--- src/sv/keyed_count_table_with_purge_unit_assert.svh ---
// Assertion macros for the keyed count table with purge unit.
// Included by RTL files that carry concurrent checks; expects clk and rst_n in scope.
`ifndef KEYED_COUNT_TABLE_WITH_PURGE_UNIT_ASSERT_SVH
`define KEYED_COUNT_TABLE_WITH_PURGE_UNIT_ASSERT_SVH

`ifndef SYNTHESIS
// Same-cycle implication, disabled while reset is asserted.
`define KCPT_ASSERT(lbl, ant, cons) \
  lbl: assert property (@(posedge clk) disable iff (!rst_n) (ant) |-> (cons)) \
    else $error("keyed count table: assertion failed");
// Next-cycle implication, disabled while reset is asserted.
`define KCPT_ASSERT_NXT(lbl, ant, cons) \
  lbl: assert property (@(posedge clk) disable iff (!rst_n) (ant) |=> (cons)) \
    else $error("keyed count table: assertion failed");
`else
`define KCPT_ASSERT(lbl, ant, cons)
`define KCPT_ASSERT_NXT(lbl, ant, cons)
`endif

`endif

--- src/sv/kcpt_pkg.sv ---
// Shared types and constants of the keyed count table with purge unit.
// No dependencies.
`timescale 1ns / 1ps

package kcpt_pkg;

  localparam int TABLE_ENTRIES_DEF = 16;
  localparam int KEY_W             = 64;
  localparam int VAL_W             = 32;
  localparam int CNT_OUT_W         = 5;

  typedef enum logic {
    CMD_ADD   = 1'b0,
    CMD_PURGE = 1'b1
  } cmd_t;

  typedef enum logic [1:0] {
    STAT_ACCUM = 2'd0,
    STAT_NEW   = 2'd1,
    STAT_FULL  = 2'd2,
    STAT_PURGE = 2'd3
  } status_t;

  typedef enum logic [1:0] {
    ST_CLEAR,
    ST_IDLE,
    ST_SCAN,
    ST_FINISH
  } state_t;

  // One table slot as stored in memory.
  typedef struct packed {
    logic                    vld;
    logic [KEY_W-1:0]        key;
    logic signed [VAL_W-1:0] cnt;
  } ent_t;

endpackage

--- src/sv/keyed_count_table_with_purge_unit.sv ---
// Top level of the keyed count table with purge unit.
// Depends on kcpt_pkg, kcpt_ram and keyed_count_table_with_purge_unit_assert.svh.
`timescale 1ns / 1ps

// The unit keeps TABLE_ENTRIES slots, each holding a valid mark, a 64-bit key and a
// signed 32-bit count, all in one memory with a registered read. An add transaction
// (in_tuser low) adds its amount to the slot holding its key with signed saturation,
// or claims the lowest free slot, or reports the table as full. A purge transaction
// (in_tuser high) frees every valid slot whose count is below the signed threshold.
// Every input transaction produces exactly one output transaction. Each command is
// handled by a sequential walk over the memory, one slot read per cycle; the unit takes
// no new command until the walk is done and the previous result has been taken.
// After reset the unit clears every slot of the memory before it raises in_tready
// for the first time.
module keyed_count_table_with_purge_unit
  import kcpt_pkg::*;
#(
  parameter int TABLE_ENTRIES = TABLE_ENTRIES_DEF
) (
  input  logic        clk,
  input  logic        rst_n,
  input  logic        in_tvalid,
  output logic        in_tready,
  input  logic [95:0] in_tdata,   // [63:0] song_key, [95:64] value
  input  logic        in_tuser,   // [0] cmd
  output logic        out_tvalid,
  input  logic        out_tready,
  output logic [47:0] out_tdata,  // [31:0] entry_total, [36:32] removed_count,
                                  // [41:37] occupied_count, [47:42] zero
  output logic [1:0]  out_tuser   // [1:0] status
);

`include "keyed_count_table_with_purge_unit_assert.svh"

  localparam int IDX_W = (TABLE_ENTRIES > 1) ? $clog2(TABLE_ENTRIES) : 1;
  localparam int CNT_W = IDX_W + 1;
  localparam int OCC_W = $clog2(TABLE_ENTRIES + 1);
  localparam int ENT_W = $bits(ent_t);
  localparam logic [IDX_W-1:0] LAST_IDX = IDX_W'(TABLE_ENTRIES - 1);

  // Control state.
  state_t           state_r, state_nxt;
  logic [CNT_W-1:0] rd_cnt_r, rd_cnt_nxt;     // next slot to read, or to clear
  logic             rd_vld_r, rd_vld_nxt;     // memory data this cycle belongs to a scan
  logic [IDX_W-1:0] rd_idx_r, rd_idx_nxt;     // slot whose data arrives this cycle
  logic [OCC_W-1:0] occ_r, occ_nxt;
  logic             out_valid_r, out_valid_nxt;

  // Command and scan results.
  cmd_t                    cmd_r, cmd_nxt;
  logic [KEY_W-1:0]        key_r, key_nxt;
  logic signed [VAL_W-1:0] val_r, val_nxt;
  logic                    found_r, found_nxt;
  logic [IDX_W-1:0]        hit_r, hit_nxt;
  logic signed [VAL_W-1:0] hit_cnt_r, hit_cnt_nxt;
  logic                    free_r, free_nxt;
  logic [IDX_W-1:0]        free_idx_r, free_idx_nxt;
  logic [OCC_W-1:0]        removed_r, removed_nxt;

  // Output register.
  logic [47:0] out_tdata_r, out_tdata_nxt;
  status_t     out_stat_r, out_stat_nxt;

  // Memory port.
  logic             ram_we;
  logic [IDX_W-1:0] ram_waddr;
  ent_t             ram_wdata;
  logic [IDX_W-1:0] ram_raddr;
  logic [ENT_W-1:0] ram_rdata;
  ent_t             rd_ent;

  logic                    in_acc;
  logic                    fin_go;
  logic                    scan_last;
  logic                    purge_hit;
  logic signed [VAL_W:0]   sum_wide;
  logic signed [VAL_W-1:0] sat_sum;
  logic signed [VAL_W-1:0] total;
  status_t                 fin_stat;

  kcpt_ram #(
    .WIDTH (ENT_W),
    .DEPTH (TABLE_ENTRIES)
  ) u_ram (
    .clk   (clk),
    .we    (ram_we),
    .waddr (ram_waddr),
    .wdata (ram_wdata),
    .raddr (ram_raddr),
    .rdata (ram_rdata)
  );

  assign rd_ent     = ent_t'(ram_rdata);
  assign in_tready  = (state_r == ST_IDLE);
  assign in_acc     = in_tvalid && in_tready;
  assign out_tvalid = out_valid_r;
  assign out_tdata  = out_tdata_r;
  assign out_tuser  = out_stat_r;

  // The result can be loaded when the output register is empty or being emptied.
  assign fin_go    = !out_valid_r || out_tready;
  assign scan_last = rd_vld_r && (rd_idx_r == LAST_IDX);
  assign ram_raddr = rd_cnt_r[IDX_W-1:0];

  // A purge frees a valid slot whose count lies below the threshold.
  assign purge_hit = rd_vld_r && (cmd_r == CMD_PURGE) && rd_ent.vld && (rd_ent.cnt < val_r);

  // Saturating add: the sign bits disagree exactly when the sum left the range.
  assign sum_wide = {hit_cnt_r[VAL_W-1], hit_cnt_r} + {val_r[VAL_W-1], val_r};
  always_comb begin
    if (sum_wide[VAL_W] != sum_wide[VAL_W-1]) begin
      sat_sum = sum_wide[VAL_W] ? {1'b1, {(VAL_W-1){1'b0}}} : {1'b0, {(VAL_W-1){1'b1}}};
    end else begin
      sat_sum = sum_wide[VAL_W-1:0];
    end
  end

  always_comb begin
    priority if (cmd_r == CMD_PURGE) begin
      fin_stat = STAT_PURGE;
      total    = '0;
    end else if (found_r) begin
      fin_stat = STAT_ACCUM;
      total    = sat_sum;
    end else if (free_r) begin
      fin_stat = STAT_NEW;
      total    = val_r;
    end else begin
      fin_stat = STAT_FULL;
      total    = '0;
    end
  end

  // Next state.
  always_comb begin
    state_nxt = state_r;
    unique case (state_r)
      ST_CLEAR:  if (rd_cnt_r[IDX_W-1:0] == LAST_IDX) state_nxt = ST_IDLE;
      ST_IDLE:   if (in_acc) state_nxt = ST_SCAN;
      ST_SCAN:   if (scan_last) state_nxt = ST_FINISH;
      ST_FINISH: if (fin_go) state_nxt = ST_IDLE;
      default:   state_nxt = ST_IDLE;
    endcase
  end

  // Datapath and outputs of the sequencer.
  always_comb begin
    rd_cnt_nxt    = rd_cnt_r;
    rd_vld_nxt    = 1'b0;
    rd_idx_nxt    = rd_idx_r;
    occ_nxt       = occ_r;
    out_valid_nxt = out_tready ? 1'b0 : out_valid_r;
    cmd_nxt       = cmd_r;
    key_nxt       = key_r;
    val_nxt       = val_r;
    found_nxt     = found_r;
    hit_nxt       = hit_r;
    hit_cnt_nxt   = hit_cnt_r;
    free_nxt      = free_r;
    free_idx_nxt  = free_idx_r;
    removed_nxt   = removed_r;
    out_tdata_nxt = out_tdata_r;
    out_stat_nxt  = out_stat_r;
    ram_we        = 1'b0;
    ram_waddr     = rd_idx_r;
    ram_wdata     = '0;

    unique case (state_r)
      ST_CLEAR: begin
        ram_we     = 1'b1;
        ram_waddr  = rd_cnt_r[IDX_W-1:0];
        rd_cnt_nxt = rd_cnt_r + 1'b1;
      end
      ST_IDLE: begin
        if (in_acc) begin
          cmd_nxt     = cmd_t'(in_tuser);
          key_nxt     = in_tdata[63:0];
          val_nxt     = in_tdata[95:64];
          found_nxt   = 1'b0;
          free_nxt    = 1'b0;
          removed_nxt = '0;
          rd_cnt_nxt  = '0;
        end
      end
      ST_SCAN: begin
        // Issue one read per cycle until every slot has been requested.
        if (rd_cnt_r < CNT_W'(TABLE_ENTRIES)) begin
          rd_vld_nxt = 1'b1;
          rd_idx_nxt = rd_cnt_r[IDX_W-1:0];
          rd_cnt_nxt = rd_cnt_r + 1'b1;
        end
        if (rd_vld_r && (cmd_r == CMD_ADD)) begin
          if (rd_ent.vld) begin
            if (!found_r && (rd_ent.key == key_r)) begin
              found_nxt   = 1'b1;
              hit_nxt     = rd_idx_r;
              hit_cnt_nxt = rd_ent.cnt;
            end
          end else if (!free_r) begin
            free_nxt     = 1'b1;
            free_idx_nxt = rd_idx_r;
          end
        end
        // The freed slot is written back while the next slot is being read.
        if (purge_hit) begin
          ram_we        = 1'b1;
          ram_waddr     = rd_idx_r;
          ram_wdata     = rd_ent;
          ram_wdata.vld = 1'b0;
          removed_nxt   = removed_r + 1'b1;
        end
      end
      ST_FINISH: begin
        if (fin_go) begin
          ram_wdata.vld = 1'b1;
          ram_wdata.key = key_r;
          ram_wdata.cnt = total;
          unique case (fin_stat)
            STAT_ACCUM: begin
              ram_we    = 1'b1;
              ram_waddr = hit_r;
            end
            STAT_NEW: begin
              ram_we    = 1'b1;
              ram_waddr = free_idx_r;
              occ_nxt   = occ_r + 1'b1;
            end
            STAT_PURGE: occ_nxt = occ_r - removed_r;
            STAT_FULL:  ram_we = 1'b0;
            default:    ram_we = 1'b0;
          endcase
          out_valid_nxt = 1'b1;
          out_stat_nxt  = fin_stat;
          out_tdata_nxt = {6'd0, CNT_OUT_W'(occ_nxt),
                           CNT_OUT_W'((cmd_r == CMD_PURGE) ? removed_r : '0), total};
        end
      end
      default: ;
    endcase
  end

  always_ff @(posedge clk) begin
    if (!rst_n) begin
      state_r     <= ST_CLEAR;
      rd_cnt_r    <= '0;
      rd_vld_r    <= 1'b0;
      occ_r       <= '0;
      out_valid_r <= 1'b0;
    end else begin
      state_r     <= state_nxt;
      rd_cnt_r    <= rd_cnt_nxt;
      rd_vld_r    <= rd_vld_nxt;
      occ_r       <= occ_nxt;
      out_valid_r <= out_valid_nxt;
    end
  end

  always_ff @(posedge clk) begin
    rd_idx_r    <= rd_idx_nxt;
    cmd_r       <= cmd_nxt;
    key_r       <= key_nxt;
    val_r       <= val_nxt;
    found_r     <= found_nxt;
    hit_r       <= hit_nxt;
    hit_cnt_r   <= hit_cnt_nxt;
    free_r      <= free_nxt;
    free_idx_r  <= free_idx_nxt;
    removed_r   <= removed_nxt;
    out_tdata_r <= out_tdata_nxt;
    out_stat_r  <= out_stat_nxt;
  end

  // Occupancy never exceeds the table size.
  `KCPT_ASSERT(a_occ_bound, 1'b1, occ_r <= OCC_W'(TABLE_ENTRIES))
  // An accepted command always starts a scan in the next cycle.
  `KCPT_ASSERT_NXT(a_acc_scan, in_acc, state_r == ST_SCAN)
  // Memory writes during a scan come only from a purge.
  `KCPT_ASSERT(a_scan_wr_purge, ram_we && (state_r == ST_SCAN), cmd_r == CMD_PURGE)
  // Storing a new key raises the occupancy by exactly one.
  `KCPT_ASSERT_NXT(a_new_occ, (state_r == ST_FINISH) && fin_go && (fin_stat == STAT_NEW),
                   occ_r == $past(occ_r) + 1'b1)
  // A purge never frees more slots than are occupied.
  `KCPT_ASSERT(a_purge_bound, state_r == ST_FINISH, removed_r <= occ_r)

endmodule

--- src/sv/kcpt_ram.sv ---
// Generic simple dual-port RAM with one write port and one registered read port.
// No dependencies.
`timescale 1ns / 1ps

module kcpt_ram #(
  parameter int WIDTH = 8,
  parameter int DEPTH = 16,
  localparam int AW   = (DEPTH > 1) ? $clog2(DEPTH) : 1
) (
  input  logic             clk,
  input  logic             we,
  input  logic [AW-1:0]    waddr,
  input  logic [WIDTH-1:0] wdata,
  input  logic [AW-1:0]    raddr,
  output logic [WIDTH-1:0] rdata
);

  logic [WIDTH-1:0] mem [DEPTH];

  always_ff @(posedge clk) begin
    if (we) begin
      mem[waddr] <= wdata;
    end
    rdata <= mem[raddr];
  end

endmodule

--- config.mk ---
export PLATFORM = sky130hd
export DESIGN_NAME = keyed_count_table_with_purge_unit
export DESIGN_NICKNAME = d
export VERILOG_FILES = /design/src/sv/kcpt_pkg.sv /design/src/sv/keyed_count_table_with_purge_unit.sv /design/src/sv/kcpt_ram.sv
export VERILOG_INCLUDE_DIRS = /design/src /design/src/sv
export SDC_FILE = /design/constraint.sdc
export NUM_CORES = 2
export LEC_CHECK = 0
export BUFFER_PORTS_ARGS = -buffer_cell sky130_fd_sc_hd__buf_4
export CORE_MARGIN = 8
export CORE_UTILIZATION = 45
export CTS_CLUSTER_DIAMETER = 50
export DETAILED_ROUTE_END_ITERATION = 16
export GPL_TIMING_DRIVEN = 0
export PLACE_DENSITY = 0.59
export SYNTH_ARGS = -nofsm -noshare
export SYNTH_HDL_FRONTEND = slang
export SYNTH_SLANG_ARGS = --single-unit
--- constraint.sdc ---
create_clock -name clk -period 11.5 [get_ports clk]
set_input_delay 1.15 -clock clk [delete_from_list [all_inputs] [get_ports clk]]
set_output_delay 1.15 -clock clk [all_outputs]
set_load 0.01 [all_outputs]
==> impl_metrics.tcl <==
set metrics [dict create \
    ant_nets 0 \
    worst_pin_slew_ns 1.492 \
    r2r_cells 17 \
    netlist_area_um2 71850 \
    multiInputGateArea_um2 16470 \
    slowest_stage "or3_1" \
    cts_tree "built" \
    synth_edf_count 1744 \
    hold_path_depth 0 \
    syn_area_per_cell_um2 21.40 \
    crit_top_cell "o21ai_0" \
    timing.fmax_ghz 0.1735 \
    fp.dieH_um 415.6 \
    leakage_nw 29.05 \
    grt_pass1_wl_um 270800 \
    fin_crit_sh_pct 50.13 \
    totalWireLength_um 188900 \
    grt_pass1_vias 36950 \
    cts_buffers 196 \
    fin_skew_ns 0.02803 \
    clkTransAtPathRegs_ns 0.06 \
    path_buf_inv 4 \
    worstPathArrival_ns 6.32 \
    ys_warn_count 0 \
    clk_latency_ns 0.81 \
    die_width_um 415.6 \
    ys_types 64 \
    hold_buffers 0 \
    async_flop_share_pct 0 \
    hold_path.class "reg2reg" \
    dp.cells 5732 \
    power.density_nw_per_um2 173.6 \
    seq_area_frac_synth_pct 75.98 \
    htreeDepth 4 \
    postLayoutCoreUtil_pct 53.40 \
    setup_viol 0 \
    clockRootBuffer "clkbuf_16" \
    portBuffers 146 \
    rsz0062_at_grt "no" \
    status "finished, final reports clean" \
    hold_violations 0 \
    drc_errors 0 \
    start_util_pct 45.31 \
    crit_path_max_fanout 10 \
    vias_per_cell 5.921 \
    worstSetupStartpointType "flop" \
    slowest_delay_ns 0.51 \
    io_pins 153 \
    wl_per_cell_um 30.96 \
    grt_util_all_layers_pct 21.63 \
    final_common_cell "edfxtp_1" \
    crit_family "compound AO/OA/AOI/OAI gates" \
    grt_max_degree 66 \
    hpwl_um 124000 \
    core_area_um2 158600 \
    clkSinkCount 1855 \
    clockBufferDepth 3 \
    irDropWorstVdd_v 0.0001680 \
    post-cts-setup-buffers 0 \
    cap_violations 0 \
    relSlewSlack_pct 0.5001 \
    drt-initial-drc-count 4451 \
    ys_ff_latch 1855 \
    antenna_found_initial 7 \
    cp_num_cells 17 \
    rows 146 \
    dr.pass1.iters 6 \
    nets 4041 \
    nFillCells 12170 \
    place_congestion 0.8254 \
    syn-instance-count 3358 \
    fin_cells 6102 \
    syn2layout_area_growth_pct 17.84 \
    crit_chain "ha_1 > clkbuf_1 > nand2_1 > o21ai_0 > o21ai_0 > a21oi_1 > a211oi_1 > o21ai_0 > xnor2_1 > ha_1 > clkinv_1 > or3_1 > o311ai_4 > or2_2 > clkbuf_1 > o21ai_0 > buf_4" \
    whs_ns 0.4507 \
    regArea_um2 54590 \
    drv_slew 0 \
    worstSetupEndpointType "flop" \
    dieArea_um2 172700 \
    drive_above_1_share_pct 28.05 \
    crit_type "reg2reg" \
    final_cell_mix "edfxtp_1 (1744), mux4_2 (485), clkbuf_16 (201)" \
    worst_ep_required_time_ns 12.06 \
    cts_resized 0 \
    gr-total-overflow 0 \
    fin_crit_ns 5.765 \
    synth_flop_cell "edfxtp_1" \
    vias 36130 \
]
-- layer usage --
metal / part of all wire (%) / vias up / GRT usage (%) / wire length, um
li1: - / 15110 / - / -
met1: 41 / 19280 / 29.24 / 77410
met2: 50 / 1481 / 36.56 / 94170
met3: 6.5 / 262 / 3.810 / 12340
met4: 2.6 / 0 / 5.718 / 5005
met5: 0 / - / 0 / 0
-- path summary, 6_finish.rpt --
check / from / endpoint / slack, ns
max: val_r[18]$_DFFE_PP_ / u_ram.mem[0][18]$_DFFE_PP_ / 5.73
min: rd_cnt_r[3]$_SDFFE_PN0P_ / rd_idx_r[3]$_DFFE_PP_ / 0.45
max reg2reg: val_r[18]$_DFFE_PP_ / u_ram.mem[0][18]$_DFFE_PP_ / 5.73
min reg2reg: rd_cnt_r[3]$_SDFFE_PN0P_ / rd_idx_r[3]$_DFFE_PP_ / 0.45
-- state kept, by name (all words and copies together) (netlist names), 2 cells and up --
name,flops
out_tdata,42
key_r,64
u_ram.mem,1552
val_r,32
hit_r,4
free_idx_r,4
state_r,2
hit_cnt_r,32
u_ram.rdata,97
out_tuser,2
rd_idx_r,4
rd_cnt_r,5
occ_r,5
removed_r,5
-- layout make-up --
type                            instances  share of cell area (%)
Clock inverter                         96                   1.172
Timing Repair Buffer                  301                   4.274
Clock buffer                          268                   6.439
Inverter                               78                  0.3517
Sequential cell                      1855                   64.48
Buffer                                162                  0.7596
Tap cell                             2072                   3.062
Multi-Input combinational cell       1268                   19.46
Antenna cell                            2                0.005911
-- cells in the mapped netlist (all sizes together), types with 3 or more instances --
library cell	count	share of area, %
nor2b	9	0.078
mux4	485	15
dfxtp	111	3.1
a21o	20	0.21
a2111oi	3	0.063
nand4	16	0.14
nor4	14	0.12
a211oi	7	0.073
nand2	70	0.37
edfxtp	1744	73
nor4b	3	0.037
a31oi	4	0.035
o31ai	4	0.049
a21oi	53	0.37
xor2	50	0.61
nand2b	12	0.10
ha	76	1.3
o21ai	82	0.57
or3	5	0.044
a22o	59	0.72
nor2	87	0.45
and2	11	0.096
a21boi	3	0.031
nor3	12	0.091
nor3b	4	0.042
nand3	12	0.084
o21bai	5	0.052
clkbuf	121	0.63
a221oi	7	0.11
a221o	3	0.042
o2bb2ai	8	0.098
o21a	11	0.11
o211ai	6	0.063
inv	76	0.40
a22oi	33	0.34
buf	41	0.25
o22ai	37	0.32
xnor2	23	0.28
and3	5	0.044
or2	3	0.026
-- where the power goes --
group | switching [mW] | internal [mW]
Sequential | 0.0890 | 7.49
Combinational | 0.472 | 0.373
Clock | 2.65 | 3.62
Total | 3.21 | 11.5
-- cell families (layout without fill, tap and decap cells) --
logic type               after synthesis  in the layout  share of synthesized area, %
AO/OA/AOI/OAI                        357            357                         3.441
XOR/XNOR                              73             73                        0.8899
adder cells (fa/ha/maj)               78             78                         1.379
buffers and inverters                240            905                         1.294
flip-flops                          1855           1855                         75.98
multiplexers                         488            488                         15.25
other                                  1              8                      0.005219
AND/OR/NAND/NOR                      266            266                         1.759
-- through the flow --
step / setup WS [ns] / power [mW] / cell area, um^2 / setup TNS (ns)
finish: 5.735 / 14.70 / 84670 / 0
global route: 5.278 / 15.12 / 84660 / 0
CTS: 5.324 / 14.82 / 84630 / 0
detailed placement: 5.395 / 8.580 / 78190 / 0
global placement: -8.802 / 8.568 / 75560 / -6281.50
floorplan: 2.013 / 8.194 / 71870 / 0
Power figures use the tool's default switching activity.
